**src/hdl/bps_pkg.sv**
```systemverilog
// Shared types and constants for the board power sequencer.
// Depends on nothing; used by bps_step and board_power_sequencer.
package bps_pkg;

    localparam int unsigned TIME_W = 32;

    typedef enum logic [2:0] {
        MODE_OFF  = 3'd0,
        MODE_BOOT = 3'd1,
        MODE_CONN = 3'd2,
        MODE_SHUT = 3'd3,
        MODE_ERR  = 3'd4
    } mode_t;

    typedef enum logic [2:0] {
        LED_OFF    = 3'd0,
        LED_BLINK  = 3'd1,
        LED_MANUAL = 3'd2,
        LED_ALT    = 3'd3,
        LED_FAST   = 3'd4
    } led_t;

    // Configuration register indexes
    localparam logic CFG_BOOT_TIMEOUT = 1'b0;
    localparam logic CFG_SHUTDOWN_WAIT = 1'b1;

    localparam logic [TIME_W-1:0] BOOT_TIMEOUT_RESET = 32'd60000;
    localparam logic [TIME_W-1:0] SHUTDOWN_WAIT_RESET = 32'd10000;

    typedef struct packed {
        logic [TIME_W-1:0] now_ms;
        logic              button_clicked;
        logic              button_long;
        logic              link_up;
        logic              host_shutdown;
        logic              port1_wanted;
        logic              port2_wanted;
    } item_t;

    typedef struct packed {
        mode_t             mode;
        logic [TIME_W-1:0] stamp;
        logic              latch;
        logic              port1;
        logic              port2;
        led_t              led;
        logic              blank;
        logic              request;
    } state_t;

    typedef struct packed {
        logic wake;
        logic clear;
    } pulse_t;

    localparam state_t STATE_RESET = '{
        mode:    MODE_OFF,
        stamp:   '0,
        latch:   1'b0,
        port1:   1'b0,
        port2:   1'b0,
        led:     LED_OFF,
        blank:   1'b1,
        request: 1'b0
    };

endpackage

```
**src/hdl/board_power_sequencer.sv**
```systemverilog
// Board power sequencer top level: input register, sequencer state, result register.
// Depends on bps_pkg and bps_step.
// A transaction accepted into the input register passes through bps_step and is registered in the result register.
// Throughput: one transaction per cycle while the result side takes them; m_ready low stalls both stages.
// Reset (aresetn low, synchronous): mode off, display blanked, timeouts back to 60000/10000 ms.
module board_power_sequencer (
    input  logic                       aclk,
    input  logic                       aresetn,

    // Configuration write port
    input  logic                       cfg_wr_en,
    input  logic                       cfg_index,
    input  logic [bps_pkg::TIME_W-1:0] cfg_data,

    // Input channel: one transaction is one pass of the control loop
    input  logic                       s_valid,
    output logic                       s_ready,
    input  logic [bps_pkg::TIME_W-1:0] s_now_ms,
    input  logic                       s_button_clicked,
    input  logic                       s_button_long,
    input  logic                       s_link_up,
    input  logic                       s_host_shutdown,
    input  logic                       s_port1_wanted,
    input  logic                       s_port2_wanted,

    // Result channel
    output logic                       m_valid,
    input  logic                       m_ready,
    output logic [2:0]                 m_mode,
    output logic                       m_host_power,
    output logic                       m_port1_power,
    output logic                       m_port2_power,
    output logic [2:0]                 m_led_effect,
    output logic                       m_display_blanked,
    output logic                       m_display_wake,
    output logic                       m_shutdown_request,
    output logic                       m_clear_host_flag
);

    // Configuration registers
    logic [bps_pkg::TIME_W-1:0] boot_timeout_reg;
    logic [bps_pkg::TIME_W-1:0] shutdown_wait_reg;

    // Input stage
    logic            in_valid_reg;
    bps_pkg::item_t  in_item_reg;

    // Sequencer state and its next value from the step logic
    bps_pkg::state_t st_reg;
    bps_pkg::state_t st_next;
    bps_pkg::pulse_t pulse_next;

    // Result stage
    logic            out_valid_reg;
    bps_pkg::state_t out_state_reg;
    bps_pkg::pulse_t out_pulse_reg;

    logic s_fire;
    logic advance;

    // Advance the input stage whenever the result slot is free or being drained
    assign advance = in_valid_reg && (!out_valid_reg || m_ready);
    assign s_ready = !in_valid_reg || advance;
    assign s_fire  = s_valid && s_ready;

    always_ff @(posedge aclk) begin
        if (!aresetn) begin
            boot_timeout_reg  <= bps_pkg::BOOT_TIMEOUT_RESET;
            shutdown_wait_reg <= bps_pkg::SHUTDOWN_WAIT_RESET;
        end else if (cfg_wr_en) begin
            case (cfg_index)
                bps_pkg::CFG_BOOT_TIMEOUT:  boot_timeout_reg  <= cfg_data;
                bps_pkg::CFG_SHUTDOWN_WAIT: shutdown_wait_reg <= cfg_data;
                default: ;
            endcase
        end
    end

    // Capture the incoming transaction; payload needs no reset
    always_ff @(posedge aclk) begin
        if (!aresetn) begin
            in_valid_reg <= 1'b0;
        end else if (s_fire) begin
            in_valid_reg <= 1'b1;
        end else if (advance) begin
            in_valid_reg <= 1'b0;
        end
    end

    always_ff @(posedge aclk) begin
        if (s_fire) begin
            in_item_reg.now_ms         <= s_now_ms;
            in_item_reg.button_clicked <= s_button_clicked;
            in_item_reg.button_long    <= s_button_long;
            in_item_reg.link_up        <= s_link_up;
            in_item_reg.host_shutdown  <= s_host_shutdown;
            in_item_reg.port1_wanted   <= s_port1_wanted;
            in_item_reg.port2_wanted   <= s_port2_wanted;
        end
    end

    bps_step u_step (
        .item             (in_item_reg),
        .st               (st_reg),
        .boot_timeout_ms  (boot_timeout_reg),
        .shutdown_wait_ms (shutdown_wait_reg),
        .nx               (st_next),
        .pulse            (pulse_next)
    );

    // Commit the sequencer state only when the pass moves into the result slot
    always_ff @(posedge aclk) begin
        if (!aresetn) begin
            st_reg <= bps_pkg::STATE_RESET;
        end else if (advance) begin
            st_reg <= st_next;
        end
    end

    // Result slot: hold until taken, refill in the same cycle it drains
    always_ff @(posedge aclk) begin
        if (!aresetn) begin
            out_valid_reg <= 1'b0;
        end else if (advance) begin
            out_valid_reg <= 1'b1;
        end else if (m_ready) begin
            out_valid_reg <= 1'b0;
        end
    end

    always_ff @(posedge aclk) begin
        if (advance) begin
            out_state_reg <= st_next;
            out_pulse_reg <= pulse_next;
        end
    end

    assign m_valid            = out_valid_reg;
    assign m_mode             = out_state_reg.mode;
    assign m_host_power       = (out_state_reg.mode != bps_pkg::MODE_OFF);
    assign m_port1_power      = out_state_reg.port1;
    assign m_port2_power      = out_state_reg.port2;
    assign m_led_effect       = out_state_reg.led;
    assign m_display_blanked  = out_state_reg.blank;
    assign m_display_wake     = out_pulse_reg.wake;
    assign m_shutdown_request = out_state_reg.request;
    assign m_clear_host_flag  = out_pulse_reg.clear;

`ifndef SYNTHESIS
    // The sequencer state moves only with a pass
    a_state_hold: assert property (@(posedge aclk) disable iff (!aresetn)
        !advance |=> $stable(st_reg))
        else $error("sequencer state changed without a pass");

    // Shutdown request is a level that lives only in shutting down
    a_request_mode: assert property (@(posedge aclk) disable iff (!aresetn)
        st_reg.request |-> (st_reg.mode == bps_pkg::MODE_SHUT))
        else $error("shutdown request outside shutting down");

    // Controller ports are powered only while connected
    a_ports_mode: assert property (@(posedge aclk) disable iff (!aresetn)
        (st_reg.port1 || st_reg.port2) |-> (st_reg.mode == bps_pkg::MODE_CONN))
        else $error("controller port powered outside connected");

    // A wake pulse leaves the pass in error or, after a click, shutting down
    a_wake_mode: assert property (@(posedge aclk) disable iff (!aresetn)
        (m_valid && m_display_wake) |->
            (m_clear_host_flag && ((m_mode == bps_pkg::MODE_ERR)
                || (m_mode == bps_pkg::MODE_SHUT))))
        else $error("display wake without error entry");
`endif

endmodule

```
**src/hdl/bps_step.sv**
```systemverilog
// Next-state logic for one pass of the power sequencer control loop.
// Depends on bps_pkg for the item, state and pulse types.
module bps_step (
    input  bps_pkg::item_t                   item,
    input  bps_pkg::state_t                  st,
    input  logic [bps_pkg::TIME_W-1:0]       boot_timeout_ms,
    input  logic [bps_pkg::TIME_W-1:0]       shutdown_wait_ms,
    output bps_pkg::state_t                  nx,
    output bps_pkg::pulse_t                  pulse
);

    // Apply the output settings that belong to entering mode m.
    function automatic bps_pkg::state_t enter(
        input bps_pkg::state_t             s,
        input bps_pkg::mode_t              m,
        input logic [bps_pkg::TIME_W-1:0]  now,
        input logic                        p1,
        input logic                        p2
    );
        bps_pkg::state_t r;
        r = s;
        r.mode = m;
        case (m)
            bps_pkg::MODE_BOOT: begin
                r.port1 = 1'b0; r.port2 = 1'b0;
                r.led = bps_pkg::LED_BLINK; r.blank = 1'b1;
                r.stamp = now;
            end
            bps_pkg::MODE_CONN: begin
                r.led = bps_pkg::LED_MANUAL;
                r.port1 = p1; r.port2 = p2;
                r.blank = 1'b0;
            end
            bps_pkg::MODE_SHUT: begin
                r.port1 = 1'b0; r.port2 = 1'b0;
                r.led = bps_pkg::LED_ALT; r.blank = 1'b1;
                r.request = 1'b1;
                r.stamp = now;
            end
            bps_pkg::MODE_ERR: begin
                r.led = bps_pkg::LED_FAST; r.blank = 1'b0;
                r.request = 1'b0;
                r.port1 = 1'b0; r.port2 = 1'b0;
            end
            default: begin
                r.mode = bps_pkg::MODE_OFF;
                r.port1 = 1'b0; r.port2 = 1'b0;
                r.led = bps_pkg::LED_OFF; r.blank = 1'b1;
                r.request = 1'b0;
            end
        endcase
        return r;
    endfunction

    logic [bps_pkg::TIME_W-1:0] elapsed;
    logic                       boot_expired;
    logic                       shut_expired;
    logic                       click;

    // Wrapping difference against the stamp taken on entry
    assign elapsed      = item.now_ms - st.stamp;
    assign boot_expired = (elapsed >= boot_timeout_ms);
    assign shut_expired = (elapsed >= shutdown_wait_ms);

    always_comb begin
        nx    = st;
        pulse = '0;
        click = item.button_clicked;

        // Rising long press forces off and swallows this pass's click
        if (item.button_long && !st.latch) begin
            nx.latch    = 1'b1;
            click       = 1'b0;
            nx          = enter(nx, bps_pkg::MODE_OFF, item.now_ms,
                                item.port1_wanted, item.port2_wanted);
            pulse.clear = 1'b1;
        end else if (!item.button_long && st.latch) begin
            nx.latch = 1'b0;
        end

        case (nx.mode)
            bps_pkg::MODE_BOOT: begin
                if (item.link_up) begin
                    nx = enter(nx, bps_pkg::MODE_CONN, item.now_ms,
                               item.port1_wanted, item.port2_wanted);
                end
                if (boot_expired) begin
                    nx = enter(nx, bps_pkg::MODE_ERR, item.now_ms,
                               item.port1_wanted, item.port2_wanted);
                    pulse.wake  = 1'b1;
                    pulse.clear = 1'b1;
                end
            end
            bps_pkg::MODE_CONN: begin
                if (!item.link_up) begin
                    nx = enter(nx, bps_pkg::MODE_ERR, item.now_ms,
                               item.port1_wanted, item.port2_wanted);
                    pulse.wake  = 1'b1;
                    pulse.clear = 1'b1;
                end
                // Host flag is void once cleared earlier in the pass
                if ((item.host_shutdown && !pulse.clear) || click) begin
                    nx = enter(nx, bps_pkg::MODE_SHUT, item.now_ms,
                               item.port1_wanted, item.port2_wanted);
                    pulse.clear = 1'b1;
                end
            end
            bps_pkg::MODE_SHUT: begin
                if (shut_expired) begin
                    nx = enter(nx, bps_pkg::MODE_OFF, item.now_ms,
                               item.port1_wanted, item.port2_wanted);
                    pulse.clear = 1'b1;
                end
            end
            bps_pkg::MODE_ERR: begin
                if (click) begin
                    nx = enter(nx, bps_pkg::MODE_OFF, item.now_ms,
                               item.port1_wanted, item.port2_wanted);
                    pulse.clear = 1'b1;
                end
            end
            default: begin
                nx.mode = bps_pkg::MODE_OFF;
                if (click) begin
                    nx = enter(nx, bps_pkg::MODE_BOOT, item.now_ms,
                               item.port1_wanted, item.port2_wanted);
                end
            end
        endcase
    end

endmodule

```
**config.mk**
```make
export PLATFORM = sky130hd
export DESIGN_NAME = board_power_sequencer
export DESIGN_NICKNAME = d
export VERILOG_FILES = /design/src/hdl/bps_pkg.sv /design/src/hdl/board_power_sequencer.sv /design/src/hdl/bps_step.sv
export SDC_FILE = /design/constraint.sdc
export NUM_CORES = 1
export LEC_CHECK = 0
export BUFFER_PORTS_ARGS = -buffer_cell sky130_fd_sc_hd__buf_2
export CAP_MARGIN = 0
export CORE_ASPECT_RATIO = 0.9
export CORE_MARGIN = 1
export CORE_UTILIZATION = 60
export DETAILED_ROUTE_END_ITERATION = 8
export GPL_TIMING_DRIVEN = 0
export PLACE_DENSITY = 0.81
export SLEW_MARGIN = 15
export SYNTH_ARGS = -nofsm -noshare
export SYNTH_HDL_FRONTEND = slang
export SYNTH_SLANG_ARGS = --single-unit
```
**constraint.sdc**
```tcl
create_clock -name aclk -period 6.12 [get_ports aclk]
set_input_delay 1.53 -clock aclk [delete_from_list [all_inputs] [get_ports aclk]]
set_output_delay 1.53 -clock aclk [all_outputs]
set_load 0.05 [all_outputs]
```
* Word-level counts from Yosys, hierarchy flattened *
Cells that the tools add are included.
Widths: inputs -> output; s select.

operators by class
  add/subtract/negate cells = 1
  magnitude comparators = 2
  equal/unequal tests = 4
  muxes and demuxes = 26
  bitwise logic cells = 1
  reduce and logical (&&, ||, !) cells = 18

operators by type and width
  kind                count
  $mux 43             6
  $pmux 43 s4         1
  $ge 32x32->1        2
  $mux 41             1
  $mux 35             1
  $sub 32x32->32      1
  $mux 1              11
  $mux 7              1
  $eq 3x2->1 const B  2
  $mux 2              3
  $logic_and 1x1->1   5
  $logic_not 1->1     5
  $pmux 1 s4          1
  $reduce_and 2->1    2
  $reduce_bool 2->1   2
  $eq 3x1->1 const B  1
  $eq 3x3->1 const B  1
  $logic_or 1x1->1    3
  $reduce_bool 3->1   1
  $pmux 1 s2          1
  $not 1->1           1

storage, ports and cells
  register bits after elaboration = 159
  input port bits = 76
  output and inout bits = 15

* Logic depth before layout (Yosys ltp) *
Gate-level depths: netlist of the first run.

  word-level depth = 10
  gate-level depth with buffers = 23
  mapped depth without buffers = 23

* By module *
A second synthesis of the first run with hierarchy kept.

unflattened totals
  cell total of the unflattened synthesis = 1,166
  area, all modules = 9,977.1 sq um

by module, submodules not included
  module                 times used  cells an instance  area an instance (sq um)  sequential area each (sq um)
  board_power_sequencer  1           529                5,730.5                   3,683.5
  bps_step               1           637                4,246.6                   0.0

* Worst setup path after synthesis of the first run *
Ideal clock, no wire load.

  kind = reg-to-reg
  start = reg in_item_reg[6] (netlist name)
  end = reg out_state_reg, in the netlist m_led_effect[1] (data pin)
  setup time = 263 ps
  data arrival time = 4,745 ps
  slack = 1,111 ps
  stages on the path, launching flop included = 24
  path through = edfxtp_1 inv_1 ha_1 inv_1 fa_1 a21o_1 a211oi_1 o21a_1 o31a_1 o21ai_0 a2111o_1 a31oi_1 o21bai_1 xor2_1 ha_1 nand4_1 or3_1 or2_2 nor3_1 a221oi_1 a31oi_1 nand4b_1 o21ai_0 nor2_1

RTL lines
  element               line                          source
  from (decl)           board_power_sequencer.sv:46   bps_pkg::item_t in_item_reg;
  to (signal assigned)  board_power_sequencer.sv:133  out_state_reg <= st_next;
  to (decl)             board_power_sequencer.sv:55   bps_pkg::state_t out_state_reg;

==> run_results.csv, run 1 <==
group,metric,value,unit
synthesis,synth-seq-cells,159,
sta,slew_violations,0,
synthesis,syn_avg_cell_area,8.70,µm²
sta,min_period_over_period,0.947,
global_routing,grt_pass1_vias,7308,
flow_run,drv_cap,0,
sta,hold_viol,0,
synthesis,synth-edff-count,50,
sta,layout_min_cycle_time,5.79,ns
min_path,hold_class,"flip-flop to flip-flop",
floorplan,num_rows,42,
global_routing,grt_pass1_wl,35500,µm
placement,placed_area,9830,µm²
synthesis,synth.top_cells.by_area,"dfxtp_1 (24%), edfxtp_1 (16%), ha_1 (13%), nand2_1 (8.9%), a21oi_1 (4.8%)",
floorplan,die_width,132,µm
setup_path,path_max_fanout,4,
global_routing,grt_remaining_overflow,0,
power,vdd_ir_drop_max,280,µV
clocking,clock_path_buffers,2,
clocking,cts_tree,"done",
sta,timing.final.ws_setup,0.326,ns
setup_path,slowest_stage,"or3_1",
clocking,ctsHtreeMaxLevel,4,
sta,skew,0.00829,ns
detailed_routing,drtIter0Drc,638,
synthesis,synthCells,1047,
global_routing,grt_max_degree,27,
synthesis,synth_area_leader_cell,"dfxtp_1",
setup_path,arrival,5.97,ns
clocking,insertion_delay,0.44,ns
synthesis,synth_ff_type,"dfxtp_1",
placement,place_ws,0.232,ns
synthesis,synthArstFlopShare,0,
layout,largest_reg_flops,43,
setup_path,crit_required,6.30,ns
run_status,status,"completed",
layout,final_common_cell,"nand2_1",
sta,relSlewSlack,0.312,
clocking,cts_buffers,17,
detailed_routing,vias,7730,
setup_path,crit_type,"flip-flop to flip-flop",
detailed_routing,drc,0,
power,leakagePower,0.00427,µW
synthesis,synth_top_cell_area_share,0.240,
floorplan,start_util,0.617,
setup_path,start_kind,"flip-flop",
layout,drive_gt1_frac,0.125,
synthesis,synth_nets,1219,
setup_path,crit_chain,"inv_1, ha_1, inv_1, fa_1, a21o_1, a211oi_2, o21a_1, o31a_1, o21ai_1, a2111o_1, a31oi_1, o21bai_1, xor2_1, ha_1, nand4_1, or3_1, or2_2, nor3_1, a221oi_1, a31oi_2, nand4b_1, o21ai_0, nor2_1",
floorplan,dieArea,15700,µm²
synthesis,ys_types,60,
placement,portBuffers,90,
power,p_per_area,277,nW/µm²
layout,mostFrequentLayoutCells,"nand2_1 (216), dfxtp_1 (109), inv_1 (106)",
floorplan,die_h,119,µm
floorplan,core,14800,µm²
detailed_routing,routedWlPerCell,15.9,µm
placement,dp_hpwl,16200,µm
power,p_total,2910,µW
setup_path,slowest_delay,0.44,ns
setup_path,cp-end-kind,"flip-flop",
clocking,cts.sinks,159,
detailed_routing,first_pass_iters,7,
detailed_routing,via_per_inst,5.65,
sta,worst_pin_slew,1.03,ns
floorplan,num_io_pins,91,
layout,fin_nets,1329,
global_routing,grtUsageTotal,0.290,
detailed_routing,wl,21800,µm
synthesis,yosysWarnings,0,
layout,fill_cells,1131,
clocking,path_clk_slew,0.06,ns
layout,antenna_cells,0,
layout,fin_area,10500,µm²
sta,timing.fmax,173,MHz
sta,tns,0,ns
synthesis,ys_seq_area_frac,0.404,
layout,syn2layout_area_growth,15.4,%
clocking,cts_root_buf,"clkbuf_16",
detailed_routing,antenna_left,0,
synthesis,syn-cell-area,9110,µm²
clocking,post_cts_buffers,0,
global_routing,antenna_found_initial,0,
sta,setup_viol,0,
placement,place.gp.congestion,0.921,
## synthesized netlist by cell type (all sizes together), types with 2 or more instances
library cell,instances
xnor2,19
nor2,29
a41oi,2
nor2b,5
a211oi,11
a311oi,2
or3,8
or2,3
o211a,2
nor4,3
inv,106
o21bai,9
nor3,11
edfxtp,50
o31ai,2
and3,2
a31oi,8
nand2b,10
and2,3
xor2,12
a221oi,2
a211o,2
o21ai,32
nand2,217
o21a,8
dfxtp,109
o22ai,3
o211ai,16
and4,2
nand4,15
a21o,50
nand4b,3
a21oi,92
a21boi,37
o311ai,2
buf,4
clkbuf,34
ha,95
nand3,12
## through the flow
step,utilization,hold WS (ns),std cells
floorplan,-,0.432,1047
global placement,0.664,0.439,1335
finish,0.712,0.449,1368
CTS,0.711,0.452,1368
global route,0.712,0.467,1368
detailed placement,0.665,0.445,1336
## cell families (layout without fill, tap and decap cells)
| kind of cell | Yosys count | count (layout) | share of synthesized area |
|---|---|---|---|
| buffers and inverters | 145 | 268 | 0.0631 |
| DFF | 159 | 159 | 0.404 |
| and+or+nand+nor | 326 | 326 | 0.157 |
| adders and majority gates | 96 | 96 | 0.133 |
| AOI/OAI and AO/OA | 290 | 290 | 0.213 |
| xor gates and xnor gates | 31 | 31 | 0.0298 |
## final cells by class
cell class,instances,area (µm²),share of cell area
Multi-Input combinational cell,743,4870,0.463
Clock buffer,18,429,0.0408
Timing Repair Buffer,91,470,0.0448
Tap cell,198,248,0.0236
Sequential cell,159,3680,0.350
Inverter,107,402,0.0382
Buffer,38,173,0.0164
Clock inverter,14,239,0.0227
## what timing repair did
item | CTS | global route
endpoints found under the setup margin | 0 | 16
hold buffers | 0 | 0
resized for setup | 0 | 4
## where the power goes
group	internal [µW]	leakage, µW	switching, µW
combinational	223	0.00258	332
clock	765	0.000318	427
sequential	1140	0.00137	24.3
total	2130	0.00427	783
## layer usage
metal / up-vias / wire, µm / track usage
li1: 3863 / - / -
met1: 3576 / 10100 / 0.390
met2: 243 / 9860 / 0.457
met3: 48 / 1190 / 0.0566
met4: 0 / 583 / 0.118
met5: - / 0 / 0
## worst max-delay path: cells and delay by family (launching register included)
kind	cells	cell delay [ns]
buf+inv	2	0.14
compound gates	11	2.53
fa+ha+maj	3	0.87
xor+xnor	1	0.18
flops	1	0.42
simple gates	6	1.39
## final timing paths
kind / startpoint / to / slack (ns) / depth (start not counted)
worst max-delay path: in_item_reg[6] / m_led_effect[1] / 0.33 / 23
worst min-delay path: st_reg[34] / st_reg[34] / 0.45 / 2
worst max register to register: in_item_reg[6] / m_led_effect[1] / 0.33 / 23
worst min register to register: st_reg[34] / st_reg[34] / 0.45 / 2
(Power assumes the default switching activity.)
==> run 2, diff against run 1 <==
--- a/config.mk
+++ b/config.mk
@@ -9,10 +9,10 @@
 export CAP_MARGIN = 0
 export CORE_ASPECT_RATIO = 0.9
 export CORE_MARGIN = 1
-export CORE_UTILIZATION = 60
+export CORE_UTILIZATION = 54
 export DETAILED_ROUTE_END_ITERATION = 8
 export GPL_TIMING_DRIVEN = 0
-export PLACE_DENSITY = 0.81
+export PLACE_DENSITY = 0.74
 export SLEW_MARGIN = 15
 export SYNTH_ARGS = -nofsm -noshare
 export SYNTH_HDL_FRONTEND = slang
==> run 2 against run 1 <==
Against the previous run:
- routed wire length fell by 1.2%
- register-to-register slack improved by 0.05 ns
- largest power group is now sequential cells
- power is 5.5% lower
- global-route usage down 3.5 points
- sequential power about the same
- clock-buffer cell count up 5
- clock power decreased by 13%
- maximum frequency rose by 0.82%
==> run_results.csv, run 2 (synthesis gave the netlist of run 1 again) <==
group,metric,value,unit
sta,min_period_over_period,0.939,
run_status,status,"completed",
placement,portBuffers,90,
sta,tns,0,ns
setup_path,worstRegToRegCells,23,
floorplan,dieArea,17400,µm²
layout,fin_area,10400,µm²
setup_path,crit_chain,"inv_1, ha_1, inv_1, fa_1, a21o_1, a211oi_2, o21a_1, o31a_1, o21ai_1, a2111o_1, a31oi_1, o21bai_1, xor2_1, ha_1, nand4_1, or3_1, or2_2, nor3_1, a221oi_1, a31oi_2, nand4b_1, o21ai_0, nor2_1",
setup_path,path_max_fanout,4,
setup_path,crit_type,"flip-flop to flip-flop",
sta,hold_viol,0,
detailed_routing,antenna_left,0,
min_path,holdPathStages,2,
layout,utilization,0.641,
layout,largest_reg_flops,43,
global_routing,grt_remaining_overflow,0,
layout,final_common_cell,"nand2_1",
floorplan,die_h,125,µm
power,p_total,2750,µW
clocking,post_cts_buffers,0,
detailed_routing,routedWlPerCell,15.6,µm
clocking,cts_resized,0,
setup_path,crit_required,6.30,ns
setup_path,slowest_delay,0.43,ns
detailed_routing,vias,7619,
setup_path,critical_path_depth,23,
floorplan,num_io_pins,91,
clocking,cts_tree,"done",
placement,placed_area,9840,µm²
global_routing,grt_pass1_wl,34600,µm
floorplan,core,16300,µm²
floorplan,num_rows,44,
sta,relSlewSlack,0.298,
layout,syn2layout_area_growth,14.6,%
detailed_routing,drc,0,
setup_path,cp-end-kind,"flip-flop",
floorplan,start_util,0.559,
sta,slew_violations,0,
layout,mostFrequentLayoutCells,"nand2_1 (216), dfxtp_1 (109), inv_1 (106)",
layout,fin_nets,1329,
min_path,hold_class,"flip-flop to flip-flop",
clocking,path_clk_slew,0.06,ns
flow_run,drv_cap,0,
power,p_per_area,263,nW/µm²
sta,holdWs,0.448,ns
sta,timing.fmax,174,MHz
global_routing,antenna_found_initial,0,
setup_path,slowest_stage,"edfxtp_1",
placement,place.gp.congestion,0.932,
floorplan,die_width,139,µm
setup_path,arrival,5.92,ns
layout,drive_gt1_frac,0.124,
sta,rsz0062_at_grt,"false",
sta,setup_viol,0,
clocking,clock_path_buffers,2,
sta,worst_pin_slew,1.05,ns
detailed_routing,first_pass_iters,9,
sta,layout_min_cycle_time,5.75,ns
detailed_routing,via_per_inst,5.53,
global_routing,grtUsageTotal,0.255,
placement,dp_hpwl,16100,µm
setup_path,cp_top_family,"compound AO/OA/AOI/OAI gates",
detailed_routing,wl,21500,µm
global_routing,grt_max_degree,27,
global_routing,grt_pass1_vias,6921,
clocking,insertion_delay,0.43,ns
setup_path,start_kind,"flip-flop",
clocking,cts.sinks,159,
setup_path,critPathBufInv,2,
power,vdd_ir_drop_max,207,µV
clocking,ctsHtreeMaxLevel,4,
detailed_routing,drtIter0Drc,495,
clocking,cts_root_buf,"clkbuf_16",
clocking,cts_buffers,17,
power,leakagePower,0.00423,µW
sta,skew,0.00979,ns
clocking,ctsHoldBuffers,0,
[run 2: cell count changes in the layout (fill, tap and decap cells not counted)]
cell,before,now
clkinv_1,2,1
clkbuf_16,17,19
diode_2,0,1
clkbuf_1,35,37
clkbuf_8,0,1
a211oi_2,4,3
clkinv_2,1,4
nor3_2,0,1
nor3_1,11,10
inv_6,1,0
bufinv_16,6,1
a211oi_1,7,8
clkinvlp_4,2,3
clkinv_4,3,1
[run 2: worst register-to-register path, cell delays in order (launching register included)]
cell	delay [ns]
edfxtp_1	0.43
inv_1	0.09
ha_1	0.19
inv_1	0.06
fa_1	0.40
a21o_1	0.19
a211oi_2	0.26
o21a_1	0.23
o31a_1	0.21
o21ai_1	0.16
a2111o_1	0.42
a31oi_1	0.17
o21bai_1	0.09
xor2_1	0.18
ha_1	0.30
nand4_1	0.11
or3_1	0.43
or2_2	0.34
nor3_1	0.20
a221oi_1	0.17
a31oi_2	0.35
nand4b_1	0.23
o21ai_0	0.21
nor2_1	0.06
[run 2: where the power goes]
group	switching, µW	internal [µW]	total, µW
registers	24.9	1140	1160
logic	322	221	543
clock network	426	617	1040
total	773	1980	2750
[run 2: final timing paths]
check | start | endpoint | slack (ns)
max | in_item_reg[6] | m_led_effect[1] | 0.37
min | st_reg[24] | st_reg[24] | 0.45
max reg2reg | in_item_reg[6] | m_led_effect[1] | 0.37
min reg2reg | st_reg[24] | st_reg[24] | 0.45
[run 2: through the flow]
step,cells,setup WS [ns]
after CTS,1377,0.0860
after global routing,1377,0.0167
final,1378,0.374
after floorplan,1047,1.11
after global placement,1344,0.222
after detailed placement,1345,0.119
[run 2: metal layers]
metal	GRT usage	wire (µm)	up-vias
met4	0.0791	381	0
met1	0.348	10400	3550
met5	0	0	-
met2	0.406	9690	191
li1	-	-	3853
met3	0.0529	1000	25
[run 2: layout make-up]
class                           count  area, µm²
Fill cell                        1376       5860
Multi-Input combinational cell    743       4870
Sequential cell                   159       3680
Clock buffer                       23        500
Timing Repair Buffer               91        470
Inverter                          107        402
Tap cell                          207        259
Buffer                             38        173
Clock inverter                      9       81.3
Antenna cell                        1       2.50
